<file path="src/sv/bpu_pkg.sv">
// shared types, constants and the divide step of the bitfield pixel unpacker
package bpu_pkg;

   localparam logic [12:0] BPU_MAX_WIDTH  = 13'd4096;
   localparam logic [12:0] BPU_MAX_HEIGHT = 13'd4096;
   localparam logic [2:0]  BPU_MAX_BPP    = 3'd4;

   localparam int BPU_CHANNELS    = 4;
   localparam int BPU_CH_RED      = 0;
   localparam int BPU_CH_GREEN    = 1;
   localparam int BPU_CH_BLUE     = 2;
   localparam int BPU_CH_ALPHA    = 3;

   localparam int BPU_QUEUE_DEPTH = 4;
   localparam int BPU_QPTR_W      = $clog2(BPU_QUEUE_DEPTH);
   localparam int BPU_QCNT_W      = $clog2(BPU_QUEUE_DEPTH + 1);

   localparam int BPU_QUOT_BITS   = 8;
   localparam int BPU_STEP_W      = $clog2(BPU_QUOT_BITS);

   typedef enum logic [2:0] {
      BPU_REG_WIDTH       = 3'd0,
      BPU_REG_HEIGHT      = 3'd1,
      BPU_REG_BPP         = 3'd2,
      BPU_REG_BOTTOM_UP   = 3'd3,
      BPU_REG_RED_MASK    = 3'd4,
      BPU_REG_GREEN_MASK  = 3'd5,
      BPU_REG_BLUE_MASK   = 3'd6,
      BPU_REG_ALPHA_MASK  = 3'd7
   } bpu_reg_type;

   // geometry after range clamping
   typedef struct packed {
      logic [12:0] width;
      logic [12:0] height;
      logic [2:0]  bpp;
      logic        bottom_up;
   } bpu_geom_type;

   typedef logic [BPU_CHANNELS-1:0][31:0] bpu_masks_type;

   // one assembled pixel on its way to the scaler
   typedef struct packed {
      logic [31:0] word;
      logic [11:0] dst_row;
      logic [11:0] column;
      logic        last;
   } bpu_task_type;

   typedef struct packed {
      logic [31:0] rem;
      logic        qbit;
   } bpu_div_type;

   // one restoring division step, remainder stays below the divisor
   function automatic bpu_div_type bpu_div_step(logic [31:0] rem, logic next_bit,
                                                logic [31:0] divisor);
      logic [32:0]  trial;
      bpu_div_type  res;
      trial = {rem, next_bit};
      if (trial >= {1'b0, divisor}) begin
         res.rem  = 32'(trial - {1'b0, divisor});
         res.qbit = 1'b1;
      end else begin
         res.rem  = trial[31:0];
         res.qbit = 1'b0;
      end
      return res;
   endfunction

endpackage

</file>
<file path="src/sv/bpu_front.sv">
// byte assembly, padding skip and row/column tracking
module bpu_front (
   input  logic                  clock,
   input  logic                  reset,
   input  bpu_pkg::bpu_geom_type geom,
   input  logic                  req_valid,
   input  logic [7:0]            req_data_byte,
   input  logic                  req_frame_start,
   output logic                  req_stall,
   input  logic                  queue_full,
   output logic                  push,
   output bpu_pkg::bpu_task_type push_task
);
   import bpu_pkg::*;

   logic [23:0] acc_ff, acc_in;
   logic [1:0]  bip_ff, bip_in;
   logic [13:0] bir_ff, bir_in;
   logic [11:0] col_ff, col_in;
   logic [11:0] row_ff, row_in;

   logic [23:0] acc_cur;
   logic [1:0]  bip_cur;
   logic [13:0] bir_cur;
   logic [11:0] col_cur;
   logic [11:0] row_cur;
   logic [14:0] data_bytes;
   logic [14:0] row_bytes;
   logic [14:0] bir_inc;
   logic [31:0] word;
   logic        accept;
   logic        in_data;
   logic        last_byte;
   logic        emit;
   logic [11:0] wm1, hm1, r, c, row_nxt;

   assign req_stall = queue_full;
   assign accept    = req_valid && !queue_full;

   always_comb begin
      // frame start clears everything before the byte is used
      acc_cur = req_frame_start ? '0 : acc_ff;
      bip_cur = req_frame_start ? '0 : bip_ff;
      bir_cur = req_frame_start ? '0 : bir_ff;
      col_cur = req_frame_start ? '0 : col_ff;
      row_cur = req_frame_start ? '0 : row_ff;

      case (geom.bpp)
         3'd1:    data_bytes = {2'b00, geom.width};
         3'd2:    data_bytes = {1'b0, geom.width, 1'b0};
         3'd3:    data_bytes = {2'b00, geom.width} + {1'b0, geom.width, 1'b0};
         default: data_bytes = {geom.width, 2'b00};
      endcase
      row_bytes = (data_bytes + 15'd3) & ~15'd3;

      in_data   = {1'b0, bir_cur} < data_bytes;
      word      = {8'b0, acc_cur} | ({24'b0, req_data_byte} << {bip_cur, 3'b000});
      last_byte = ({1'b0, bip_cur} + 3'd1) >= geom.bpp;
      emit      = in_data && last_byte;

      // destination position, clamped if limits shrank mid-frame
      wm1 = 12'(geom.width - 13'd1);
      hm1 = 12'(geom.height - 13'd1);
      c   = ({1'b0, col_cur} < geom.width)  ? col_cur : wm1;
      r   = ({1'b0, row_cur} < geom.height) ? row_cur : hm1;
      push_task.word    = word;
      push_task.dst_row = geom.bottom_up ? hm1 - r : r;
      push_task.column  = c;
      push_task.last    = (r == hm1) && (c == wm1);
      push              = accept && emit;

      acc_in = acc_cur;
      bip_in = bip_cur;
      col_in = col_cur;
      row_in = row_cur;
      if (in_data) begin
         if (last_byte) begin
            acc_in = '0;
            bip_in = '0;
            col_in = col_cur + 12'd1;
         end else begin
            acc_in = word[23:0];
            bip_in = bip_cur + 2'd1;
         end
      end

      bir_inc = {1'b0, bir_cur} + 15'd1;
      row_nxt = row_cur + 12'd1;
      if (bir_inc >= row_bytes || bir_inc[14]) begin
         bir_in = '0;
         col_in = '0;
         acc_in = '0;
         bip_in = '0;
         row_in = ({1'b0, row_nxt} >= geom.height) ? '0 : row_nxt;
      end else begin
         bir_in = bir_inc[13:0];
      end
   end

   always_ff @(posedge clock) begin
      if (reset) begin
         acc_ff <= '0;
         bip_ff <= '0;
         bir_ff <= '0;
         col_ff <= '0;
         row_ff <= '0;
      end else if (accept) begin
         acc_ff <= acc_in;
         bip_ff <= bip_in;
         bir_ff <= bir_in;
         col_ff <= col_in;
         row_ff <= row_in;
      end
   end

   // a row always starts on a pixel boundary
   a_row_start_aligned: assert property (@(posedge clock) disable iff (reset)
      (bir_ff == '0) |-> (bip_ff == '0))
      else $error("row start with partial pixel");

endmodule

</file>
<file path="src/sv/bpu_queue.sv">
// short pixel queue between the assembler and the scaler
module bpu_queue (
   input  logic                  clock,
   input  logic                  reset,
   input  logic                  push,
   input  bpu_pkg::bpu_task_type push_task,
   input  logic                  pop,
   output bpu_pkg::bpu_task_type pop_task,
   output logic                  full,
   output logic                  empty
);
   import bpu_pkg::*;

   bpu_task_type            entry_ff [BPU_QUEUE_DEPTH];
   logic [BPU_QPTR_W-1:0]   wr_ptr_ff, wr_ptr_in;
   logic [BPU_QPTR_W-1:0]   rd_ptr_ff, rd_ptr_in;
   logic [BPU_QCNT_W-1:0]   count_ff, count_in;

   assign full     = (count_ff == BPU_QCNT_W'(BPU_QUEUE_DEPTH));
   assign empty    = (count_ff == '0);
   assign pop_task = entry_ff[rd_ptr_ff];

   always_comb begin
      wr_ptr_in = wr_ptr_ff;
      rd_ptr_in = rd_ptr_ff;
      count_in  = count_ff;
      if (push) begin
         wr_ptr_in = (wr_ptr_ff == BPU_QPTR_W'(BPU_QUEUE_DEPTH - 1)) ? '0 : wr_ptr_ff + 1'b1;
      end
      if (pop) begin
         rd_ptr_in = (rd_ptr_ff == BPU_QPTR_W'(BPU_QUEUE_DEPTH - 1)) ? '0 : rd_ptr_ff + 1'b1;
      end
      if (push && !pop) begin
         count_in = count_ff + 1'b1;
      end else if (pop && !push) begin
         count_in = count_ff - 1'b1;
      end
   end

   always_ff @(posedge clock) begin
      if (reset) begin
         wr_ptr_ff <= '0;
         rd_ptr_ff <= '0;
         count_ff  <= '0;
      end else begin
         wr_ptr_ff <= wr_ptr_in;
         rd_ptr_ff <= rd_ptr_in;
         count_ff  <= count_in;
      end
   end

   always_ff @(posedge clock) begin
      if (push) begin
         entry_ff[wr_ptr_ff] <= push_task;
      end
   end

   a_count_bound: assert property (@(posedge clock) disable iff (reset)
      count_ff <= BPU_QCNT_W'(BPU_QUEUE_DEPTH))
      else $error("queue count beyond depth");

   a_count_grows: assert property (@(posedge clock) disable iff (reset)
      (push && !pop) |=> (count_ff == $past(count_ff) + 1'b1))
      else $error("queue count did not follow push");

endmodule

</file>
<file path="src/sv/bpu_back.sv">
// per-channel scaling by bit-serial division and result register
module bpu_back (
   input  logic                   clock,
   input  logic                   reset,
   input  logic [12:0]            width,
   input  bpu_pkg::bpu_masks_type masks,
   input  logic                   queue_empty,
   input  bpu_pkg::bpu_task_type  pop_task,
   output logic                   pop,
   output logic                   rsp_valid,
   input  logic                   rsp_stall,
   output logic [7:0]             rsp_red,
   output logic [7:0]             rsp_green,
   output logic [7:0]             rsp_blue,
   output logic [7:0]             rsp_alpha,
   output logic                   rsp_has_alpha,
   output logic [23:0]            rsp_pixel_index,
   output logic                   rsp_last_pixel
);
   import bpu_pkg::*;

   typedef enum logic [1:0] {
      BK_IDLE = 2'b01,
      BK_RUN  = 2'b10
   } bk_state_type;

   bk_state_type            state_ff, state_in;
   logic [BPU_STEP_W-1:0]   step_ff, step_in;
   logic [31:0]             rem_ff  [BPU_CHANNELS];
   logic [31:0]             rem_in  [BPU_CHANNELS];
   logic [7:0]              low_ff  [BPU_CHANNELS];
   logic [7:0]              low_in  [BPU_CHANNELS];
   logic [7:0]              quot_ff [BPU_CHANNELS];
   logic [7:0]              quot_in [BPU_CHANNELS];
   logic [7:0]              chan_out[BPU_CHANNELS];
   logic [23:0]             index_ff, index_in;
   logic                    last_ff, last_in;
   logic                    valid_ff, valid_in;
   logic [7:0]              red_ff, green_ff, blue_ff, alpha_ff;
   logic                    has_alpha_ff;
   logic [23:0]             pix_ff;
   logic                    lastp_ff;
   logic                    out_free;
   logic                    finish;
   logic                    advance;
   logic [31:0]             masked  [BPU_CHANNELS];
   logic [39:0]             numer   [BPU_CHANNELS];
   bpu_div_type             div_r   [BPU_CHANNELS];
   logic [24:0]             row_base;

   assign out_free = !valid_ff || !rsp_stall;
   assign pop      = (state_ff == BK_IDLE) && !queue_empty;
   assign advance  = (state_ff == BK_RUN) &&
                     ((step_ff != BPU_STEP_W'(BPU_QUOT_BITS - 1)) || out_free);
   assign finish   = advance && (step_ff == BPU_STEP_W'(BPU_QUOT_BITS - 1));

   always_comb begin
      state_in = state_ff;
      step_in  = step_ff;
      index_in = index_ff;
      last_in  = last_ff;
      row_base = {13'b0, pop_task.dst_row} * {12'b0, width};
      for (int ch = 0; ch < BPU_CHANNELS; ch++) begin
         // value*255 as (value<<8)-value; quotient fits in eight bits
         masked[ch]   = pop_task.word & masks[ch];
         numer[ch]    = {masked[ch], 8'b0} - {8'b0, masked[ch]};
         div_r[ch]    = bpu_div_step(rem_ff[ch], low_ff[ch][7], masks[ch]);
         chan_out[ch] = (masks[ch] == '0) ? 8'd0 : {quot_ff[ch][6:0], div_r[ch].qbit};
         rem_in[ch]   = rem_ff[ch];
         low_in[ch]   = low_ff[ch];
         quot_in[ch]  = quot_ff[ch];
         if (pop) begin
            rem_in[ch]  = numer[ch][39:8];
            low_in[ch]  = numer[ch][7:0];
            quot_in[ch] = '0;
         end else if (advance) begin
            rem_in[ch]  = div_r[ch].rem;
            low_in[ch]  = {low_ff[ch][6:0], 1'b0};
            quot_in[ch] = {quot_ff[ch][6:0], div_r[ch].qbit};
         end
      end
      case (state_ff)
         BK_IDLE: begin
            if (pop) begin
               state_in = BK_RUN;
               step_in  = '0;
               index_in = 24'(row_base + {13'b0, pop_task.column});
               last_in  = pop_task.last;
            end
         end
         BK_RUN: begin
            if (finish) begin
               state_in = BK_IDLE;
            end else if (advance) begin
               step_in = step_ff + 1'b1;
            end
         end
         default: state_in = BK_IDLE;
      endcase
      valid_in = valid_ff;
      if (finish) begin
         valid_in = 1'b1;
      end else if (valid_ff && !rsp_stall) begin
         valid_in = 1'b0;
      end
   end

   always_ff @(posedge clock) begin
      if (reset) begin
         state_ff <= BK_IDLE;
         step_ff  <= '0;
         valid_ff <= 1'b0;
      end else begin
         state_ff <= state_in;
         step_ff  <= step_in;
         valid_ff <= valid_in;
      end
   end

   always_ff @(posedge clock) begin
      index_ff <= index_in;
      last_ff  <= last_in;
      for (int ch = 0; ch < BPU_CHANNELS; ch++) begin
         rem_ff[ch]  <= rem_in[ch];
         low_ff[ch]  <= low_in[ch];
         quot_ff[ch] <= quot_in[ch];
      end
      if (finish) begin
         red_ff       <= chan_out[BPU_CH_RED];
         green_ff     <= chan_out[BPU_CH_GREEN];
         blue_ff      <= chan_out[BPU_CH_BLUE];
         alpha_ff     <= chan_out[BPU_CH_ALPHA];
         has_alpha_ff <= (masks[BPU_CH_ALPHA] != '0);
         pix_ff       <= index_ff;
         lastp_ff     <= last_ff;
      end
   end

   assign rsp_valid       = valid_ff;
   assign rsp_red         = red_ff;
   assign rsp_green       = green_ff;
   assign rsp_blue        = blue_ff;
   assign rsp_alpha       = alpha_ff;
   assign rsp_has_alpha   = has_alpha_ff;
   assign rsp_pixel_index = pix_ff;
   assign rsp_last_pixel  = lastp_ff;

   a_result_from_run: assert property (@(posedge clock) disable iff (reset)
      $rose(valid_ff) |-> $past(state_ff == BK_RUN))
      else $error("result appeared without a finished division");

endmodule

</file>
<file path="src/sv/bitfield_pixel_unpacker.sv">
// top level of the bitfield pixel unpacker: config registers and block wiring
//
// usage:
//  - req channel: one raw pixel-array byte per beat, padding bytes included;
//    req_frame_start marks the first byte of a new array and restarts all counters
//  - rsp channel: one beat per completed pixel with r/g/b/a scaled to 8 bits,
//    has_alpha, destination pixel index (rows flipped for bottom-up images)
//    and a last flag on the final pixel of the image
//  - csr port: plain write, one register per index, taken while the block is idle (user's duty, no check)
// throughput: the byte side takes one byte per cycle until the pixel queue
//  (four entries) fills; the scaler loads a pixel, then works out one quotient
//  bit at a time, eight in all, in each of the four channel dividers, and takes
//  the next pixel only once those are done and the result register is free
// reset: synchronous, clears counters, queue and result valid; registers go
//  to width 1, height 1, four bytes per pixel, bottom-up, all masks zero
// stall: a stalled result holds in the output register; the scaler then waits,
//  the queue fills and req_stall rises, with no beat lost
module bitfield_pixel_unpacker (
   input  logic        clock,
   input  logic        reset,
   input  logic        req_valid,
   output logic        req_stall,
   input  logic [7:0]  req_data_byte,
   input  logic        req_frame_start,
   output logic        rsp_valid,
   input  logic        rsp_stall,
   output logic [7:0]  rsp_red,
   output logic [7:0]  rsp_green,
   output logic [7:0]  rsp_blue,
   output logic [7:0]  rsp_alpha,
   output logic        rsp_has_alpha,
   output logic [23:0] rsp_pixel_index,
   output logic        rsp_last_pixel,
   input  logic        csr_write_en,
   input  logic [2:0]  csr_index,
   input  logic [31:0] csr_data
);
   import bpu_pkg::*;

   // raw configuration registers
   logic [12:0]   width_ff;
   logic [12:0]   height_ff;
   logic [2:0]    bpp_ff;
   logic          bottom_up_ff;
   bpu_masks_type masks_ff;

   bpu_geom_type  geom;
   bpu_task_type  push_task, pop_task;
   logic          push, pop, queue_full, queue_empty;

   always_ff @(posedge clock) begin
      if (reset) begin
         width_ff     <= 13'd1;
         height_ff    <= 13'd1;
         bpp_ff       <= BPU_MAX_BPP;
         bottom_up_ff <= 1'b1;
         masks_ff     <= '0;
      end else if (csr_write_en) begin
         case (bpu_reg_type'(csr_index))
            BPU_REG_WIDTH:      width_ff                  <= csr_data[12:0];
            BPU_REG_HEIGHT:     height_ff                 <= csr_data[12:0];
            BPU_REG_BPP:        bpp_ff                    <= csr_data[2:0];
            BPU_REG_BOTTOM_UP:  bottom_up_ff              <= csr_data[0];
            BPU_REG_RED_MASK:   masks_ff[BPU_CH_RED]      <= csr_data;
            BPU_REG_GREEN_MASK: masks_ff[BPU_CH_GREEN]    <= csr_data;
            BPU_REG_BLUE_MASK:  masks_ff[BPU_CH_BLUE]     <= csr_data;
            BPU_REG_ALPHA_MASK: masks_ff[BPU_CH_ALPHA]    <= csr_data;
            default: ;
         endcase
      end
   end

   // zero counts as one, oversize values saturate
   always_comb begin
      geom.width     = (width_ff == '0) ? 13'd1 :
                       ((width_ff > BPU_MAX_WIDTH) ? BPU_MAX_WIDTH : width_ff);
      geom.height    = (height_ff == '0) ? 13'd1 :
                       ((height_ff > BPU_MAX_HEIGHT) ? BPU_MAX_HEIGHT : height_ff);
      geom.bpp       = (bpp_ff == '0) ? 3'd1 :
                       ((bpp_ff > BPU_MAX_BPP) ? BPU_MAX_BPP : bpp_ff);
      geom.bottom_up = bottom_up_ff;
   end

   // byte side: assembles pixels and tags them with their position
   bpu_front u_front (
      .clock           (clock),
      .reset           (reset),
      .geom            (geom),
      .req_valid       (req_valid),
      .req_data_byte   (req_data_byte),
      .req_frame_start (req_frame_start),
      .req_stall       (req_stall),
      .queue_full      (queue_full),
      .push            (push),
      .push_task       (push_task)
   );

   // decouples byte intake from the multi-cycle scaler
   bpu_queue u_queue (
      .clock     (clock),
      .reset     (reset),
      .push      (push),
      .push_task (push_task),
      .pop       (pop),
      .pop_task  (pop_task),
      .full      (queue_full),
      .empty     (queue_empty)
   );

   // pixel side: scales the four channels and holds the result beat
   bpu_back u_back (
      .clock           (clock),
      .reset           (reset),
      .width           (geom.width),
      .masks           (masks_ff),
      .queue_empty     (queue_empty),
      .pop_task        (pop_task),
      .pop             (pop),
      .rsp_valid       (rsp_valid),
      .rsp_stall       (rsp_stall),
      .rsp_red         (rsp_red),
      .rsp_green       (rsp_green),
      .rsp_blue        (rsp_blue),
      .rsp_alpha       (rsp_alpha),
      .rsp_has_alpha   (rsp_has_alpha),
      .rsp_pixel_index (rsp_pixel_index),
      .rsp_last_pixel  (rsp_last_pixel)
   );

endmodule

</file>
<file path="config.mk">
export PLATFORM = sky130hd
export DESIGN_NAME = bitfield_pixel_unpacker
export DESIGN_NICKNAME = d
export VERILOG_FILES = /design/src/sv/bpu_pkg.sv /design/src/sv/bpu_front.sv /design/src/sv/bpu_queue.sv /design/src/sv/bpu_back.sv /design/src/sv/bitfield_pixel_unpacker.sv
export SDC_FILE = /design/constraint.sdc
export NUM_CORES = 2
export LEC_CHECK = 0
export BUFFER_PORTS_ARGS = -buffer_cell sky130_fd_sc_hd__buf_2
export CORE_ASPECT_RATIO = 0.75
export CORE_MARGIN = 4
export CORE_UTILIZATION = 45
export DETAILED_ROUTE_END_ITERATION = 16
export GPL_TIMING_DRIVEN = 1
export SYNTH_ARGS = -nofsm -noshare
export SYNTH_HDL_FRONTEND = slang
export SYNTH_HIERARCHICAL = 1
export SYNTH_SLANG_ARGS = --single-unit
</file>
<file path="constraint.sdc">
create_clock -name clock -period 7.85 [get_ports clock]
set_input_delay 0.785 -clock clock [delete_from_list [all_inputs] [get_ports clock]]
set_output_delay 0.785 -clock clock [all_outputs]
set_load 0.02 [all_outputs]
</file>
Word level (Yosys, flattened, before mapping)
Memories as Yosys holds them, arrays and structs flattened. A register that Yosys moved wholly into a read port is not among the register bits.
Cells that the tools add are included.

storage, ports and cells
  bits in writable memories = 420
  latch bits = 0
  memory bits (read-only) = 0
  memories kept = 4
  register bits after elaboration = 318
  input bits = 49
  word-level logic and storage cells = 214

operators by class
  shift operators = 1
  bitwise logic cells = 5
  $add $sub $neg = 24
  muxes and demuxes = 72
  reduce and logical (&&, ||, !) cells = 43
  magnitude comparators = 13
  multiply operators = 1
  div/mod/pow operators = 0
  eq/ne operators = 23

memories
  memory            words  bits a word  rd ports  clocked after Yosys merged registers in  write ports  RTL line         text
  u_queue.entry_ff  4      57           1         1                                        1            bpu_queue.sv:14  bpu_task_type entry_ff [BPU_QUEUE_DEPTH];
  u_back.rem_ff     4      32           4         0                                        4            bpu_back.sv:29   logic [31:0] rem_ff [BPU_CHANNELS];
  u_back.low_ff     4      8            4         0                                        4            bpu_back.sv:31   logic [7:0] low_ff [BPU_CHANNELS];
  u_back.quot_ff    4      8            4         0                                        4            bpu_back.sv:33   logic [7:0] quot_ff [BPU_CHANNELS];

operator list
  cell                     count
  $mux W32                 8
  $sub A40 B32 Y40         4
  $ge A33 B32 Y1           4
  $mux W33                 4
  $and A32 B32 Y32         4
  $logic_not A32 Y1        4
  $mux W8                  16
  $sub A32 B32 Y32         4
  $mux W12                 10
  $mux W24                 4
  $mux W13                 4
  $pmux W15 S3             1
  $or A24 B32 Y32          1
  $reduce_bool A32 Y1      1
  $shl A8 B5 Y32           1
  $mux W14                 2
  $gt A13 B13 Y1 const B   2
  $logic_not A13 Y1        2
  $lt A12 B13 Y1           2
  $add A12 B1 Y12 const B  2
  $add A24 B12 Y24         1
  $eq A12 B12 Y1           2
  $mul A12 B13 Y24         1
  $sub A12 B1 Y12 const B  2
  other kinds (33)         96

Logic depth before layout (Yosys ltp)
  word-level depth = 12
  mapped depth = 27
  mapped depth without buffers = 25

By module
Netlist, hierarchy kept.

modules (own cells, without submodules)
  module                   instances  cells an instance  area each (um^2)  sequential area each (um^2)
  bpu_back                 1          3772               31133.6           7977.7
  bpu_queue                1          341                8658.3            7026.7
  bpu_front                1          1072               8060.2            1281.2
  bitfield_pixel_unpacker  1          737                5815.6            3163.0

Least setup slack after synthesis
OpenSTA, ideal clock, no wires.

  path type = register to register
  from = reg width_ff[2]
  to = mem u_queue/entry_ff[0][0] (netlist bit), enable pin
  path buffers = 1
  data arrival time = 5.816 ns
  period minus slack after synthesis = 6.236 ns
  library setup time = 0.421 ns
  data required time = 7.429 ns
  path slack = 1.614 ns
  stages on the path, launching flop included = 19
  cell sequence = dfxtp_1 nor2b_1 inv_1 ha_1 a211oi_1 o21bai_1 a21oi_1 xnor2_1 o221ai_1 ha_1 a21o_1 a21o_1 a21oi_1 nor2_1 a2111oi_4 o21ai_1 clkbuf_1 nor2_1 and2_1

RTL lines
  item                      RTL line                       text
  start: declaration        bitfield_pixel_unpacker.sv:41  logic [12:0] width_ff;
  start signal: assignment  bitfield_pixel_unpacker.sv:60  BPU_REG_WIDTH: width_ff <= csr_data[12:0];
  end: declaration          bpu_queue.sv:14

==> metrics.yaml <==
power_and_ir_drop:
  leakage_nw: 24.06
  powerDensity_nw_per_um2: 339.8
  power.internal_mw: 11.51
  p_sw_frac: 0.4213
  combinationalPowerShare: 0.499
  clock_power_share: 0.210
  ir_worst_vdd_v: 0.0002455
  seqPwrFrac: 0.291
  p_sw_mw: 8.377
layout:
  nFillCells: 11080
  areaGrowthSynthToFinish_pct: 9.025
  nNetsFinal: 6506
  final_cells: 7549
  final_core_util: 0.4954
  drive_gt1_frac: 0.07411
yosys:
  netlist_instances: 5922
  synth_mux_area_frac: 0.03914
  synth_area_um2: 53670
  synth_nets: 6507
  synth_cell_types: 105
  ys_warn_count: 6
  synth_seq_cells: 736
  async_reset_ff_frac: 0
  synthFlopType: "edfxtp_1"
  synth_top_family_by_area: "compound AO/OA/AOI/OAI gates"
  synth-xor-area-share: 0.05500
  synth_edf_count: 471
  syn-mean-instance-area_um2: 9.062
  synthAdderAreaFrac: 0.1427
  ys_seq_area_frac: 0.3624
  synth-compound-area-share: 0.1736
  synthSimpleGateAreaFrac: 0.1678
status:
  run_status: "finished, final reports clean"
cts:
  clkTransAtPathRegs_ns: 0.06
  root_buffer: "clkbuf_16"
  cts_buffers: 84
  holdBufCountCts: 0
  clkSinkCount: 736
  h-tree-depth: 3
  cts_tree: "done"
  clk_latency_ns: 0.70
  cts_resized: 0
  cts_setup_buffers: 0
  clockBufferDepth: 3
place:
  dpl.hpwl_um: 120300
  gp_congestion: 0.9744
  dp_cells: 7389
  io_buffers: 108
timing:
  finalMaxSlewViolations: 0
  relSlewSlack: 0.1147
  worstMarginPinSlew_ns: 1.316
  finalSetupTns_ns: 0
  fmaxAchievable_ghz: 0.1483
  final_hold_viol_count: 0
  setup_viol: 0
  period_minus_slack_ns: 6.744
  rsz0062_at_grt: "no"
  fin_crit_sh: 0.8591
  skew_ns: 0.02870
detailed_routing:
  vias_per_cell: 5.856
  vias: 44210
  drtAntennaViolNets: 0
  drt_first_pass_iters: 6
  drt-initial-drc-count: 4602
  drcViolationCount: 0
  wirelength_um: 163100
  wl_per_cell_um: 21.60
setup_path:
  critPathArrivalTime_ns: 7.36
  cp-start-kind: "register"
  cp_max_fo: 24
  path_class: "reg -> reg"
  endpoint_kind: "register"
  cp.required_ns: 8.47
grt:
  grt_antenna_before_repair: 13
  grt_overflow: 0
  grt_pass1_wl_um: 247300
  grt_max_degree: 108
  first_global_vias: 40740
  grt_use_total: 0.2551
floorplanning:
  die_y_um: 307.1
  coreArea_um2: 118100
  start_util: 0.4544
  io_pins: 109
  rows: 109
  dieWidth_um: 406.8
  dieArea_um2: 124900
job:
  cap_violations: 0
worst_hold_path:
  worst_hold_path_type: "in -> reg"
## worst paths after layout
path | depth (start not counted) | slack (ns) | start | end
worst min-delay path | 3 | 0.39 | rsp_stall | u_back/rsp_valid
worst max-delay path | 19 | 1.11 | width_ff[12] | u_front/acc_ff[2]
worst min register to register | 0 | 0.42 | u_back/index_ff[10] | u_back/rsp_pixel_index[10]
worst max register to register | 19 | 1.11 | width_ff[12] | u_front/acc_ff[2]
## flip-flops by register name, summed over array words and instances (netlist names), 14 cells and up, named ones only
register                cells
u_back/low_ff              32
u_back/rem_ff             128
masks_ff                  128
u_back/quot_ff             28
u_queue/entry_ff          228
u_front/bir_ff             14
u_front/acc_ff             24
u_back/index_ff            24
u_back/rsp_pixel_index     24
## cells in the mapped netlist (15+ instances only)
cell type | instances | share of area
a31oi_1 | 36 | 0.0042
or2_2 | 15 | 0.0017
o21bai_1 | 45 | 0.0063
nand4_1 | 69 | 0.0080
a22oi_1 | 36 | 0.0050
nand2_1 | 844 | 0.059
mux4_2 | 57 | 0.024
nand3_1 | 127 | 0.012
xnor2_1 | 209 | 0.034
clkbuf_1 | 172 | 0.012
fa_1 | 127 | 0.047
nor2b_1 | 125 | 0.015
buf_4 | 18 | 0.0025
nor3_1 | 61 | 0.0057
or3_1 | 17 | 0.0020
and2_1 | 117 | 0.014
dfxtp_1 | 265 | 0.099
and3_1 | 43 | 0.0050
edfxtp_1 | 471 | 0.26
a211oi_1 | 76 | 0.011
nand2b_1 | 47 | 0.0055
o211ai_1 | 27 | 0.0038
a22o_1 | 29 | 0.0047
mux2i_1 | 76 | 0.014
ha_1 | 409 | 0.095
inv_1 | 544 | 0.038
a21o_1 | 172 | 0.024
nor2_1 | 309 | 0.022
o21a_1 | 39 | 0.0055
xor2_1 | 128 | 0.021
nor4_1 | 50 | 0.0058
o21ai_0 | 251 | 0.023
a21oi_1 | 564 | 0.053
buf_2 | 47 | 0.0044
## metal layers
metal  global-route usage  share of wire  up-vias
li1                     -              -    20960
met1               0.3936           0.48    21210
met2               0.3500           0.39     1805
met3              0.06657           0.10      228
met5                    0       0.000061        -
met4              0.06638          0.027        2
## kinds of logic (layout without fill, tap and decap cells)
family | after synthesis | after routing
fa+ha+maj | 536 | 536
xor+xnor | 337 | 337
flops | 736 | 736
buf+inv | 800 | 869
simple gates | 1901 | 1901
compound gates | 1474 | 1474
mux | 138 | 138
other cells | 0 | 4
## worst max-delay path, cell delays in order, from the launching register on
cell and delay (ns):
dfxtp_1 0.77, nor2_1 0.11, buf_4 0.25, ha_1 0.26, fa_1 0.41, a211oi_1 0.50, o211ai_1 0.25, and2_1 0.20
a211oi_2 0.41, o211ai_1 0.23, nor4_4 0.30, xnor2_1 0.12, ha_1 0.33, a21o_1 0.17, a21o_1 0.18, a211oi_2 0.24
nand2_1 0.40, or4_4 0.57, a21oi_4 0.68, a22o_1 0.24
## layout make-up
| type | instances | area (µm²) | area share |
|---|---|---|---|
| well taps | 1554 | 1944 | 0.03323 |
| inverters | 545 | 2053 | 0.03509 |
| clock buffers | 97 | 2245 | 0.03836 |
| repair buffers | 168 | 1022 | 0.01747 |
| multi-input cells | 4386 | 31110 | 0.5316 |
| flip-flops and latches | 736 | 19450 | 0.3325 |
| diodes | 4 | 10.01 | 0.0001711 |
| clock inverters | 59 | 676.9 | 0.01157 |
## metrics by stage
| stage | cell area, µm² | total power, mW | setup slack (ns) | hold slack (ns) |
|---|---|---|---|---|
| floorplan | 53670 | 13.14 | 1.614 | 0.4003 |
| global placement | 55580 | 15.46 | 1.381 | 0.4005 |
| detailed placement | 55580 | 15.58 | 1.226 | 0.4045 |
| CTS | 58500 | 19.83 | 1.187 | 0.3236 |
| global route | 58500 | 21.21 | 0.5778 | 0.3514 |
| finish | 58510 | 19.88 | 1.106 | 0.3902 |
## layout by cell type, fill, tap and decap left out, types with 57 or more instances in the layout
cell type	instances
and2_1	113
buf_2	107
inv_1	543
o21ai_0	251
dfxtp_1	263
buf_4	58
clkbuf_16	87
nor2b_1	124
ha_1	409
xnor2_1	209
nor2_1	309
nor3_1	61
mux2i_1	76
a211oi_1	76
edfxtp_1	471
a21o_1	172
fa_1	127
nand2_1	843
nand3_1	127
mux4_2	57
nand4_1	69
a21oi_1	562
xor2_1	128
## power by group through the flow
stage | sequential [mW] | combinational [mW] | clock (mW)
detailed placement | 5.86 | 9.72 | 0
global placement | 5.84 | 9.62 | 0
floorplan | 5.82 | 7.32 | 0
finish | 5.78 | 9.92 | 4.18
CTS | 5.78 | 9.77 | 4.28
global route | 5.85 | 10.9 | 4.44
Power figures use the tool's default switching activity.
